==> config.mk <==
export PLATFORM = sky130hd
export DESIGN_NAME = dynamic_priority_ready_queue_top_flat
export DESIGN_NICKNAME = d
export VERILOG_FILES = /design/src/hw/rtl/drp_pkg.sv /design/src/hw/rtl/drp_in_if.sv /design/src/hw/rtl/drp_out_if.sv /design/src/hw/rtl/drp_slot_mem.sv /design/src/hw/rtl/drp_ctrl.sv /design/src/hw/rtl/drp_out_stage.sv /design/src/hw/rtl/dynamic_priority_ready_queue_top.sv /design/src/flat_wrapper.sv
export SDC_FILE = /design/constraint.sdc
export NUM_CORES = 1
export LEC_CHECK = 0
export ABC_AREA = 1
export BUFFER_PORTS_ARGS = -buffer_cell sky130_fd_sc_hd__buf_2
export CAP_MARGIN = 20
export CORE_MARGIN = 8
export CORE_UTILIZATION = 30
export CTS_CLUSTER_DIAMETER = 120
export DETAILED_ROUTE_END_ITERATION = 7
export GPL_TIMING_DRIVEN = 0
export SETUP_SLACK_MARGIN = 0.3
export SLEW_MARGIN = 20
export SYNTH_ARGS = -nofsm -noshare
export SYNTH_HDL_FRONTEND = slang
export SYNTH_SLANG_ARGS = --single-unit
==> constraint.sdc <==
create_clock -name clk -period 8.4 [get_ports clk]
set_input_delay 0 -clock clk [delete_from_list [all_inputs] [get_ports clk]]
set_output_delay 0 -clock clk [all_outputs]
set_load 0.005 [all_outputs]
==> src/hw/rtl/drp_pkg.sv <==
`timescale 1ns / 1ps
// ----------------------------------------------------------------------------
// drp_pkg
// shared types and codes of the dynamic priority ready queue
// ----------------------------------------------------------------------------
package drp_pkg;

  localparam int QCNT_W = 5;

  localparam logic signed [7:0] PRIO_MIN = 8'sh80;

  typedef enum logic [0:0] {
    KIND_ADD  = 1'b0,
    KIND_TICK = 1'b1
  } kind_t;

  typedef enum logic [2:0] {
    ST_ADDED    = 3'd0,
    ST_REQUEUED = 3'd1,
    ST_FINISHED = 3'd2,
    ST_FULL     = 3'd3,
    ST_EMPTY    = 3'd4
  } status_t;

  // one queue slot as stored in the slot memory
  typedef struct packed {
    logic [7:0]        id;
    logic signed [7:0] prio;
    logic [15:0]       need;
    logic [15:0]       run;
  } entry_t;

  // one result as handed to the output stage
  typedef struct packed {
    status_t           status;
    logic [7:0]        id;
    logic signed [7:0] prio;
    logic [15:0]       run;
    logic [15:0]       need;
    logic [QCNT_W-1:0] count;
  } result_t;

endpackage

==> src/hw/rtl/drp_in_if.sv <==
`timescale 1ns / 1ps
// ----------------------------------------------------------------------------
// drp_in_if
// request channel of the ready queue: add or tick
// ----------------------------------------------------------------------------
interface drp_in_if;
  logic              valid;
  logic              ready;
  logic              kind;
  logic [7:0]        proc_id;
  logic signed [7:0] priority_req;
  logic [15:0]       need_time;

  modport source (
    output valid, kind, proc_id, priority_req, need_time,
    input  ready
  );

  modport sink (
    input  valid, kind, proc_id, priority_req, need_time,
    output ready
  );
endinterface

==> src/hw/rtl/drp_out_if.sv <==
`timescale 1ns / 1ps
// ----------------------------------------------------------------------------
// drp_out_if
// result channel of the ready queue
// ----------------------------------------------------------------------------
interface drp_out_if;
  logic              valid;
  logic              ready;
  logic [2:0]        status;
  logic [7:0]        run_id;
  logic signed [7:0] run_priority;
  logic [15:0]       run_time;
  logic [15:0]       needed_time;
  logic [4:0]        queue_count;

  modport source (
    output valid, status, run_id, run_priority, run_time, needed_time, queue_count,
    input  ready
  );

  modport sink (
    input  valid, status, run_id, run_priority, run_time, needed_time, queue_count,
    output ready
  );
endinterface

==> src/hw/rtl/drp_slot_mem.sv <==
`timescale 1ns / 1ps
// ----------------------------------------------------------------------------
// drp_slot_mem
// slot storage: one write port, one read port, registered read data
// ----------------------------------------------------------------------------
module drp_slot_mem
  import drp_pkg::*;
#(
  parameter  int DEPTH  = 16,
  localparam int ADDR_W = $clog2(DEPTH)
) (
  input  logic              clk,
  input  logic              we,
  input  logic [ADDR_W-1:0] waddr,
  input  entry_t            wdata,
  input  logic              re,
  input  logic [ADDR_W-1:0] raddr,
  output entry_t            rdata
);

  entry_t mem [DEPTH];

  always_ff @(posedge clk) begin
    if (we) begin
      mem[waddr] <= wdata;
    end
    if (re) begin
      rdata <= mem[raddr];
    end
  end

endmodule

==> src/hw/rtl/drp_ctrl.sv <==
`timescale 1ns / 1ps
// ----------------------------------------------------------------------------
// drp_ctrl
// sequencer: head pop, insertion walk over the slot memory, result build
// ----------------------------------------------------------------------------
module drp_ctrl
  import drp_pkg::*;
#(
  parameter  int DEPTH  = 16,
  localparam int IDX_W  = $clog2(DEPTH),
  localparam int CNT_W  = $clog2(DEPTH + 1)
) (
  input  logic             clk,
  input  logic             rst,
  drp_in_if.sink           req,
  output logic             res_valid,
  input  logic             res_ready,
  output result_t          res,
  output logic             mem_we,
  output logic [IDX_W-1:0] mem_waddr,
  output entry_t           mem_wdata,
  output logic             mem_re,
  output logic [IDX_W-1:0] mem_raddr,
  input  entry_t           mem_rdata
);

  typedef enum logic [4:0] {
    S_IDLE   = 5'b00001,
    S_HEAD   = 5'b00010,
    S_STEP   = 5'b00100,
    S_CMP    = 5'b01000,
    S_REPORT = 5'b10000
  } state_t;

  state_t           state;
  logic [CNT_W-1:0] count;
  logic [IDX_W-1:0] head;
  logic [IDX_W-1:0] tail;
  logic [IDX_W-1:0] ins_pos;
  logic [IDX_W-1:0] ins_left;
  entry_t           ins_entry;

  logic [IDX_W-1:0] prev_pos;
  logic [IDX_W-1:0] prev2_pos;
  logic             accept;
  logic             full;
  logic             stop;
  logic [15:0]      need_adj;
  logic [15:0]      run_inc;
  logic signed [7:0] prio_dec;

  function automatic logic [IDX_W-1:0] wrap_next(input logic [IDX_W-1:0] p);
    return (p == IDX_W'(DEPTH - 1)) ? '0 : p + 1'b1;
  endfunction

  function automatic logic [IDX_W-1:0] wrap_prev(input logic [IDX_W-1:0] p);
    return (p == '0) ? IDX_W'(DEPTH - 1) : p - 1'b1;
  endfunction

  assign req.ready = (state == S_IDLE);
  assign accept    = req.valid && req.ready;
  assign full      = (count == CNT_W'(DEPTH));
  assign prev_pos  = wrap_prev(ins_pos);
  assign prev2_pos = wrap_prev(prev_pos);
  assign stop      = ($signed(mem_rdata.prio) >= $signed(ins_entry.prio));
  assign need_adj  = (req.need_time == 16'd0) ? 16'd1 : req.need_time;
  assign run_inc   = mem_rdata.run + 16'd1;
  assign prio_dec  = (mem_rdata.prio == PRIO_MIN) ? PRIO_MIN : mem_rdata.prio - 8'sd1;
  assign res_valid = (state == S_REPORT);

  // slot memory port control
  always_comb begin
    mem_we    = 1'b0;
    mem_waddr = ins_pos;
    mem_wdata = ins_entry;
    mem_re    = 1'b0;
    mem_raddr = head;
    unique case (state)
      S_IDLE: begin
        if (accept && req.kind == KIND_TICK && count != '0) begin
          mem_re = 1'b1;
        end
      end
      S_STEP: begin
        if (ins_left == '0) begin
          mem_we = 1'b1;
        end else begin
          mem_re    = 1'b1;
          mem_raddr = prev_pos;
        end
      end
      S_CMP: begin
        mem_we = 1'b1;
        if (!stop) begin
          mem_wdata = mem_rdata;
          if (ins_left > IDX_W'(1)) begin
            mem_re    = 1'b1;
            mem_raddr = prev2_pos;
          end
        end
      end
      S_HEAD, S_REPORT: begin
      end
      default: begin
      end
    endcase
  end

  always_ff @(posedge clk) begin
    if (rst) begin
      state <= S_IDLE;
      count <= '0;
      head  <= '0;
      tail  <= '0;
    end else begin
      unique case (state)
        S_IDLE: begin
          if (accept) begin
            if (req.kind == KIND_ADD) begin
              res.id   <= req.proc_id;
              res.prio <= req.priority_req;
              res.run  <= 16'd0;
              res.need <= need_adj;
              ins_entry <= '{id: req.proc_id, prio: req.priority_req,
                             need: need_adj, run: 16'd0};
              ins_pos  <= tail;
              ins_left <= IDX_W'(count);
              if (full) begin
                res.status <= ST_FULL;
                res.count  <= QCNT_W'(count);
                state      <= S_REPORT;
              end else begin
                res.status <= ST_ADDED;
                res.count  <= QCNT_W'(count + 1'b1);
                state      <= S_STEP;
              end
            end else if (count == '0) begin
              res   <= '{status: ST_EMPTY, id: 8'd0, prio: 8'sd0, run: 16'd0,
                         need: 16'd0, count: '0};
              state <= S_REPORT;
            end else begin
              state <= S_HEAD;
            end
          end
        end
        S_HEAD: begin
          // head entry is on the read port; pop it
          head     <= wrap_next(head);
          count    <= count - 1'b1;
          res.id   <= mem_rdata.id;
          res.prio <= mem_rdata.prio;
          res.run  <= run_inc;
          res.need <= mem_rdata.need;
          ins_entry <= '{id: mem_rdata.id, prio: prio_dec,
                         need: mem_rdata.need, run: run_inc};
          ins_pos  <= tail;
          ins_left <= IDX_W'(count - 1'b1);
          if (run_inc >= mem_rdata.need) begin
            res.status <= ST_FINISHED;
            res.count  <= QCNT_W'(count - 1'b1);
            state      <= S_REPORT;
          end else begin
            res.status <= ST_REQUEUED;
            res.count  <= QCNT_W'(count);
            state      <= S_STEP;
          end
        end
        S_STEP: begin
          if (ins_left == '0) begin
            count <= count + 1'b1;
            tail  <= wrap_next(tail);
            state <= S_REPORT;
          end else begin
            state <= S_CMP;
          end
        end
        S_CMP: begin
          if (stop) begin
            count <= count + 1'b1;
            tail  <= wrap_next(tail);
            state <= S_REPORT;
          end else begin
            ins_pos  <= prev_pos;
            ins_left <= ins_left - 1'b1;
            if (ins_left == IDX_W'(1)) begin
              state <= S_STEP;
            end
          end
        end
        S_REPORT: begin
          if (res_ready) begin
            state <= S_IDLE;
          end
        end
        default: begin
          state <= S_IDLE;
        end
      endcase
    end
  end

endmodule

==> src/hw/rtl/drp_out_stage.sv <==
`timescale 1ns / 1ps
// ----------------------------------------------------------------------------
// drp_out_stage
// output register decoupling the sequencer from the result channel
// ----------------------------------------------------------------------------
module drp_out_stage
  import drp_pkg::*;
(
  input  logic     clk,
  input  logic     rst,
  input  logic     res_valid,
  output logic     res_ready,
  input  result_t  res,
  drp_out_if.source rsp
);

  logic    valid;
  result_t data;
  logic    load;

  assign res_ready = !valid || rsp.ready;
  assign load      = res_valid && res_ready;

  always_ff @(posedge clk) begin
    if (rst) begin
      valid <= 1'b0;
    end else if (load) begin
      valid <= 1'b1;
    end else if (rsp.ready) begin
      valid <= 1'b0;
    end
  end

  always_ff @(posedge clk) begin
    if (load) begin
      data <= res;
    end
  end

  assign rsp.valid        = valid;
  assign rsp.status       = data.status;
  assign rsp.run_id       = data.id;
  assign rsp.run_priority = data.prio;
  assign rsp.run_time     = data.run;
  assign rsp.needed_time  = data.need;
  assign rsp.queue_count  = data.count;

endmodule

==> src/hw/rtl/dynamic_priority_ready_queue_top.sv <==
`timescale 1ns / 1ps
// order: a full add or an empty tick reports at once; a tick first reads and pops
//   the head, then reports if that entry is finished, else requeues it; an add or
//   requeue walks back from the tail before the result is reported
// throughput: one request at a time, the walk moves one slot per cycle
// reset: clears count, head and tail pointers and the output valid; the slot
//   memory is not cleared and needs no clearing pass
// ----------------------------------------------------------------------------
// dynamic_priority_ready_queue_top
// priority ordered ready queue with aging, kept as a ring in one slot memory
// ----------------------------------------------------------------------------
module dynamic_priority_ready_queue_top
  import drp_pkg::*;
#(
  parameter int QUEUE_DEPTH = 16
) (
  input  logic      clk,
  input  logic      rst,
  drp_in_if.sink    req,
  drp_out_if.source rsp
);

  localparam int IDX_W = $clog2(QUEUE_DEPTH);

  // slot memory ports
  logic             mem_we;
  logic [IDX_W-1:0] mem_waddr;
  entry_t           mem_wdata;
  logic             mem_re;
  logic [IDX_W-1:0] mem_raddr;
  entry_t           mem_rdata;

  // result handoff between sequencer and output register
  logic    res_valid;
  logic    res_ready;
  result_t res;

  // sequencer: the queue is a ring from head to tail; a tick pops the head
  // by moving the head pointer, an add or requeue walks back from the tail,
  // moving each lower priority entry up one slot until the new one fits
  drp_ctrl #(
    .DEPTH (QUEUE_DEPTH)
  ) u_ctrl (
    .clk       (clk),
    .rst       (rst),
    .req       (req),
    .res_valid (res_valid),
    .res_ready (res_ready),
    .res       (res),
    .mem_we    (mem_we),
    .mem_waddr (mem_waddr),
    .mem_wdata (mem_wdata),
    .mem_re    (mem_re),
    .mem_raddr (mem_raddr),
    .mem_rdata (mem_rdata)
  );

  // slot memory, registered read data
  drp_slot_mem #(
    .DEPTH (QUEUE_DEPTH)
  ) u_mem (
    .clk   (clk),
    .we    (mem_we),
    .waddr (mem_waddr),
    .wdata (mem_wdata),
    .re    (mem_re),
    .raddr (mem_raddr),
    .rdata (mem_rdata)
  );

  // output register, so the next request is taken while a result waits
  drp_out_stage u_out (
    .clk       (clk),
    .rst       (rst),
    .res_valid (res_valid),
    .res_ready (res_ready),
    .res       (res),
    .rsp       (rsp)
  );

`ifndef NO_ASSERTIONS
  // the walk never reads the slot it writes in the same cycle
  a_no_rw_clash: assert property (@(posedge clk) disable iff (rst)
    (mem_we && mem_re) |-> (mem_waddr != mem_raddr))
    else $error("slot memory read and write hit the same slot");

  // a request in flight blocks the next one until its result is handed off
  a_one_in_flight: assert property (@(posedge clk) disable iff (rst)
    (req.valid && req.ready) |=> !req.ready)
    else $error("request taken while another is in flight");

  // a result held back by the output register stays offered
  a_res_holds: assert property (@(posedge clk) disable iff (rst)
    (res_valid && !res_ready) |=> res_valid)
    else $error("result dropped before handoff");

  // an empty report means nothing waits
  a_empty_count: assert property (@(posedge clk) disable iff (rst)
    (rsp.valid && rsp.status == ST_EMPTY) |-> (rsp.queue_count == '0))
    else $error("empty result with nonzero queue count");
`endif

endmodule
==> src/flat_wrapper.sv <==
// flat-port wrapper written by rule: the top's interface ports become plain ports
module dynamic_priority_ready_queue_top_flat import drp_pkg::*;
#(
  parameter int QUEUE_DEPTH = 16
)
  (clk, rst, req_valid, req_kind, req_proc_id, req_priority_req, req_need_time, req_ready, rsp_valid, rsp_status, rsp_run_id, rsp_run_priority, rsp_run_time, rsp_needed_time, rsp_queue_count, rsp_ready);
  drp_in_if req_i ();
  drp_out_if rsp_i ();
  input  logic clk;
  input  logic rst;
  input wire logic [$bits(req_i.valid)-1:0] req_valid;
  input wire logic [$bits(req_i.kind)-1:0] req_kind;
  input wire logic [$bits(req_i.proc_id)-1:0] req_proc_id;
  input wire logic [$bits(req_i.priority_req)-1:0] req_priority_req;
  input wire logic [$bits(req_i.need_time)-1:0] req_need_time;
  output wire logic [$bits(req_i.ready)-1:0] req_ready;
  output wire logic [$bits(rsp_i.valid)-1:0] rsp_valid;
  output wire logic [$bits(rsp_i.status)-1:0] rsp_status;
  output wire logic [$bits(rsp_i.run_id)-1:0] rsp_run_id;
  output wire logic [$bits(rsp_i.run_priority)-1:0] rsp_run_priority;
  output wire logic [$bits(rsp_i.run_time)-1:0] rsp_run_time;
  output wire logic [$bits(rsp_i.needed_time)-1:0] rsp_needed_time;
  output wire logic [$bits(rsp_i.queue_count)-1:0] rsp_queue_count;
  input wire logic [$bits(rsp_i.ready)-1:0] rsp_ready;
  assign req_i.valid = req_valid;
  assign req_i.kind = req_kind;
  assign req_i.proc_id = req_proc_id;
  assign req_i.priority_req = req_priority_req;
  assign req_i.need_time = req_need_time;
  assign req_ready = req_i.ready;
  assign rsp_valid = rsp_i.valid;
  assign rsp_status = rsp_i.status;
  assign rsp_run_id = rsp_i.run_id;
  assign rsp_run_priority = rsp_i.run_priority;
  assign rsp_run_time = rsp_i.run_time;
  assign rsp_needed_time = rsp_i.needed_time;
  assign rsp_queue_count = rsp_i.queue_count;
  assign rsp_i.ready = rsp_ready;
  dynamic_priority_ready_queue_top #(.QUEUE_DEPTH(QUEUE_DEPTH)) u_core (.clk(clk), .rst(rst), .req(req_i), .rsp(rsp_i));
endmodule
==> results.md <==
- CTS tree: yes
- Hold Crit Depth: 3
- Ports: 95
- Vias: ~30000
- Worst setup path category: reg -> reg
- Peak Freq: roughly 0.22 GHz
- Fillcell total: roughly 13000
- Hold-fix buffers, CTS: 37
- Synth top cells by count: nand3_1, edfxtp_1, nand2_1
- N_diodes: 0
- Post-Synth Adder-Cell Area: 0.0117
- Share of cells above drive strength 1: 0.131
- Area growth syn-to-layout: 19.0%
- Number of max-cap violations: 0
- Critical Path Slowest Stage Cell: a21oi_2
- Cells after synthesis: 3555
- Setup-failing EPs final: 0
- Buf+Inv Stages, Crit Path: 2
- Root Driver: clkbuf_16
- Worst Hold End: u_core.u_ctrl.ins_entry[32]
- Worst Skew: 0.0254 ns
- H-tree Lvls: 3
- Top post-synthesis cells by area: edfxtp_1, nand3_1, nand2_1, buf_2, inv_1
- Post-synth EDFFs: 984
- Crit Path Max Fanout: 10
- Post-synth top area share: 0.706
- Remaining antenna violation count: 0
- Post-Syn Nets: approximately 3600
- Compound-Gate Fraction of Synth Area: 0.0241
- Largest family of logic cells by synthesized area: simple AND/OR/NAND/NOR gates
- Slack of the worst reg-to-reg path: roughly 3.8 ns
- Hold_sp: req_priority_req[0]
- Synthesized cell area: approximately 42000 sq um
- Initial antenna violation count: 4
- Final core occ: 0.359
- Global-route wire length before repair: approximately 190000 um
- Clock buffer depth: 3
- Failing checks: DRC
- Sequential Area: 29900 sq um
- Ys async rst share: 0
- Ys Warns: 0
- Post-synth cell types: 46
- Worst r2r src: u_core.u_mem.rdata[39]
- Vias per inst: 5.13
- Setup TNS: 0 ns
- Initial Util: 0.301
- Mean post-synth cell area: 11.8 sq um
- Pwr/cell area: roughly 240 nW/um^2
- Worst-path cell chain: ha_1, nand2_1, nor2_1, nand4_1, nand3_1, nor2_1, nand3_1, nand3_1, a21oi_2, buf_2, buf_2, nand3_1, nand2_1, nand2_1, nand2_1
- Xor/xnor share of the synthesized area: 0.00439
- Yosys reg bits: roughly 1000
- Clock Latency Late Sink: 0.67 ns
- Actual slew at the worst max-slew pin: around 1.1 ns
- GRT overflow: 0
- Hold Path Class: in -> reg
- IO Port Bufs: between 90 and 100
- Yosys top cell by area: edfxtp_1
- Routed WL per cell: approximately 23 um
- Die width: ~390 um
- Die area: 152000 sq um
- Reg-to-reg critical path endpoint: u_core.u_mem.rdata[40]
- Static leakage: between 0.015 and 0.02 uW
- Mux cell area share after synthesis: 0
- Drt pass-1 iters: 8
- Largest net degree at the start of global routing: 28
- Period utilisation layout: 0.550
- GRT Util Overall: 0.167
- Area occupied by multi-input gates: 10600 sq um
- Detail Placement HPWL: between 90000 and 100000 um
- TritonCTS Buffers: 99
- Critical Path Max Stage Delay: 0.80 ns
- Startpoint Class: flip-flop
- Rows: about 140
- Min Tclk post-route: between 4 and 5 ns
- Die Y: approximately 400 um
- R2r worst-path depth: 15
- Slew headroom: 0.236
- Post-synthesis simple-gate area fraction: 0.207
- Worst path top cell family by delay: simple AND/OR/NAND/NOR gates
- Outcome: complete, but fails checks
- Setup bufs post-CTS: 0
- Initial detailed-routing violation count: 3504
- Most frequent cell after synthesis: nand3_1
- Fin. max-slew vios: 0
- Clk slew on worst S/H paths: approximately 0.060 ns
- VDD IR max: roughly 0.15 mV
- Layout Cells excl Fill: approximately 5800
- Resize count post-CTS: 0
- Final #Nets: around 4000
- Placed cell count: roughly 5600
- Drt total wl: 132000 um
- Data arrival time of the worst path: approximately 5.1 ns
- Vias in the first global route: 29000
- # clock sinks: roughly 1000
- CP Capture Type: flip-flop
- DRC Markers: 2
- Gp weighted congestion: ~0.9
- Main synth FF type: edfxtp_1
- Seq/Total Area, Yosys: 0.715
- Final Hold Fails: 0
- Core area: between 100000 and 150000 sq um
- Required time worst endpoint: ~8.9 ns
- RSZ-0062 raised after global routing: false
cell type report:
class,count,share of cell area
Timing Repair Buffer,207,0.0412
Clock inverter,61,0.0142
Tap cell,1876,0.0471
Multi-Input combinational cell,2183,0.213
Inverter,141,0.0107
Sequential cell,1003,0.600
Clock buffer,124,0.0530
Buffer,228,0.0210
worst max path at each step:
stage	from	end	slack [ns]	depth (start not counted)
global placement	u_core.u_ctrl.state[2]	u_core.u_ctrl.res[38]	-2.18	6
floorplan	u_core.u_ctrl.state[2]	u_core.u_ctrl.res[0]	1.11	6
detailed placement	u_core.u_mem.rdata[39]	u_core.u_mem.rdata[40]	3.87	15
global route	u_core.u_mem.rdata[39]	u_core.u_mem.rdata[40]	3.62	15
CTS	u_core.u_mem.rdata[39]	u_core.u_mem.rdata[40]	3.85	15
finish	u_core.u_mem.rdata[39]	u_core.u_mem.rdata[40]	3.78	15
placed cells by master, fill, tap and decap left out, types with 8 or more instances in the layout:
cell	count
ha_1	39
clkbuf_16	101
nand3_1	989
inv_1	137
clkinv_1	20
clkinv_2	16
dlygate4sd3_1	37
nor2_4	20
xor2_1	15
edfxtp_1	984
nor3_1	13
buf_4	30
buf_6	8
dfxtp_1	19
buf_1	20
o22ai_1	19
o21ai_0	60
buf_12	25
o31ai_1	8
clkbuf_1	89
nand2_1	826
a21oi_1	26
buf_16	15
o21ai_1	15
bufinv_16	15
nor2_1	71
nand4_1	8
buf_2	230
o21ai_2	22
routing by layer:
| metal | vias up | global-route usage | wire length [um] |
|---|---|---|---|
| li1 | 13400 | - | - |
| met1 | 14500 | 0.218 | 51900 |
| met2 | 1664 | 0.275 | 61400 |
| met3 | 306 | 0.0304 | 13100 |
| met4 | 0 | 0.0701 | 5620 |
| met5 | - | 0 | 0 |
sequential cells by signal (all words and copies together) (netlist names), 8 cells and up:
| signal | count |
|---|---|
| u_core.u_ctrl.ins_entry | 48 |
| u_core.u_ctrl.res | 56 |
| u_core.u_mem.mem | 768 |
| u_core.u_mem.rdata | 48 |
| u_core.u_out.rsp.needed_time | 16 |
| u_core.u_out.rsp.run_id | 8 |
| u_core.u_out.rsp.run_priority | 8 |
| u_core.u_out.rsp.run_time | 16 |
logic make-up (layout without fill, tap and decap cells):
family                     Yosys count  count (layout)
adders and majority gates           39              39
and+or+nand+nor                   1947            1947
AOI/OAI and AO/OA                  176             176
buffers and inverters              369             761
xor gates and xnor gates            21              21
DFF                               1003            1003
worst register-to-register path, cell delays in order, from the launching register on:
cell and delay, ns:
edfxtp_1 0.45, ha_1 0.37, nand2_1 0.09, nor2_1 0.14, nand4_1 0.39, nand3_1 0.34
nor2_1 0.11, nand3_1 0.08, nand3_1 0.10, a21oi_2 0.80, buf_2 0.46, buf_2 0.48
nand3_1 0.16, nand2_1 0.12, nand2_1 0.09, nand2_1 0.24
through the flow:
stage / worst slack [ns] / hold WS (ns) / area, sq um / power, uW
floorplan: 1.11 / 0.195 / 41900 / 6880
global placement: -2.18 / 0.292 / 44700 / 7500
detailed placement: 3.87 / 0.330 / 46100 / 7570
CTS: 3.85 / 0.182 / 49900 / 12100
global route: 3.62 / 0.264 / 49900 / 12500
finish: 3.78 / 0.228 / 49900 / 12100
report_power, final:
| group | leakage, uW | internal (uW) | total (uW) | switching [uW] |
|---|---|---|---|---|
| Combinational | 0.00727 | 408 | 1580 | 1170 |
| Clock | 0.00164 | 2690 | 4610 | 1920 |
| Sequential | 0.00906 | 5880 | 5950 | 67.3 |
| Total | 0.0180 | 8980 | 12100 | 3160 |
Power figures use the tool's default switching activity.
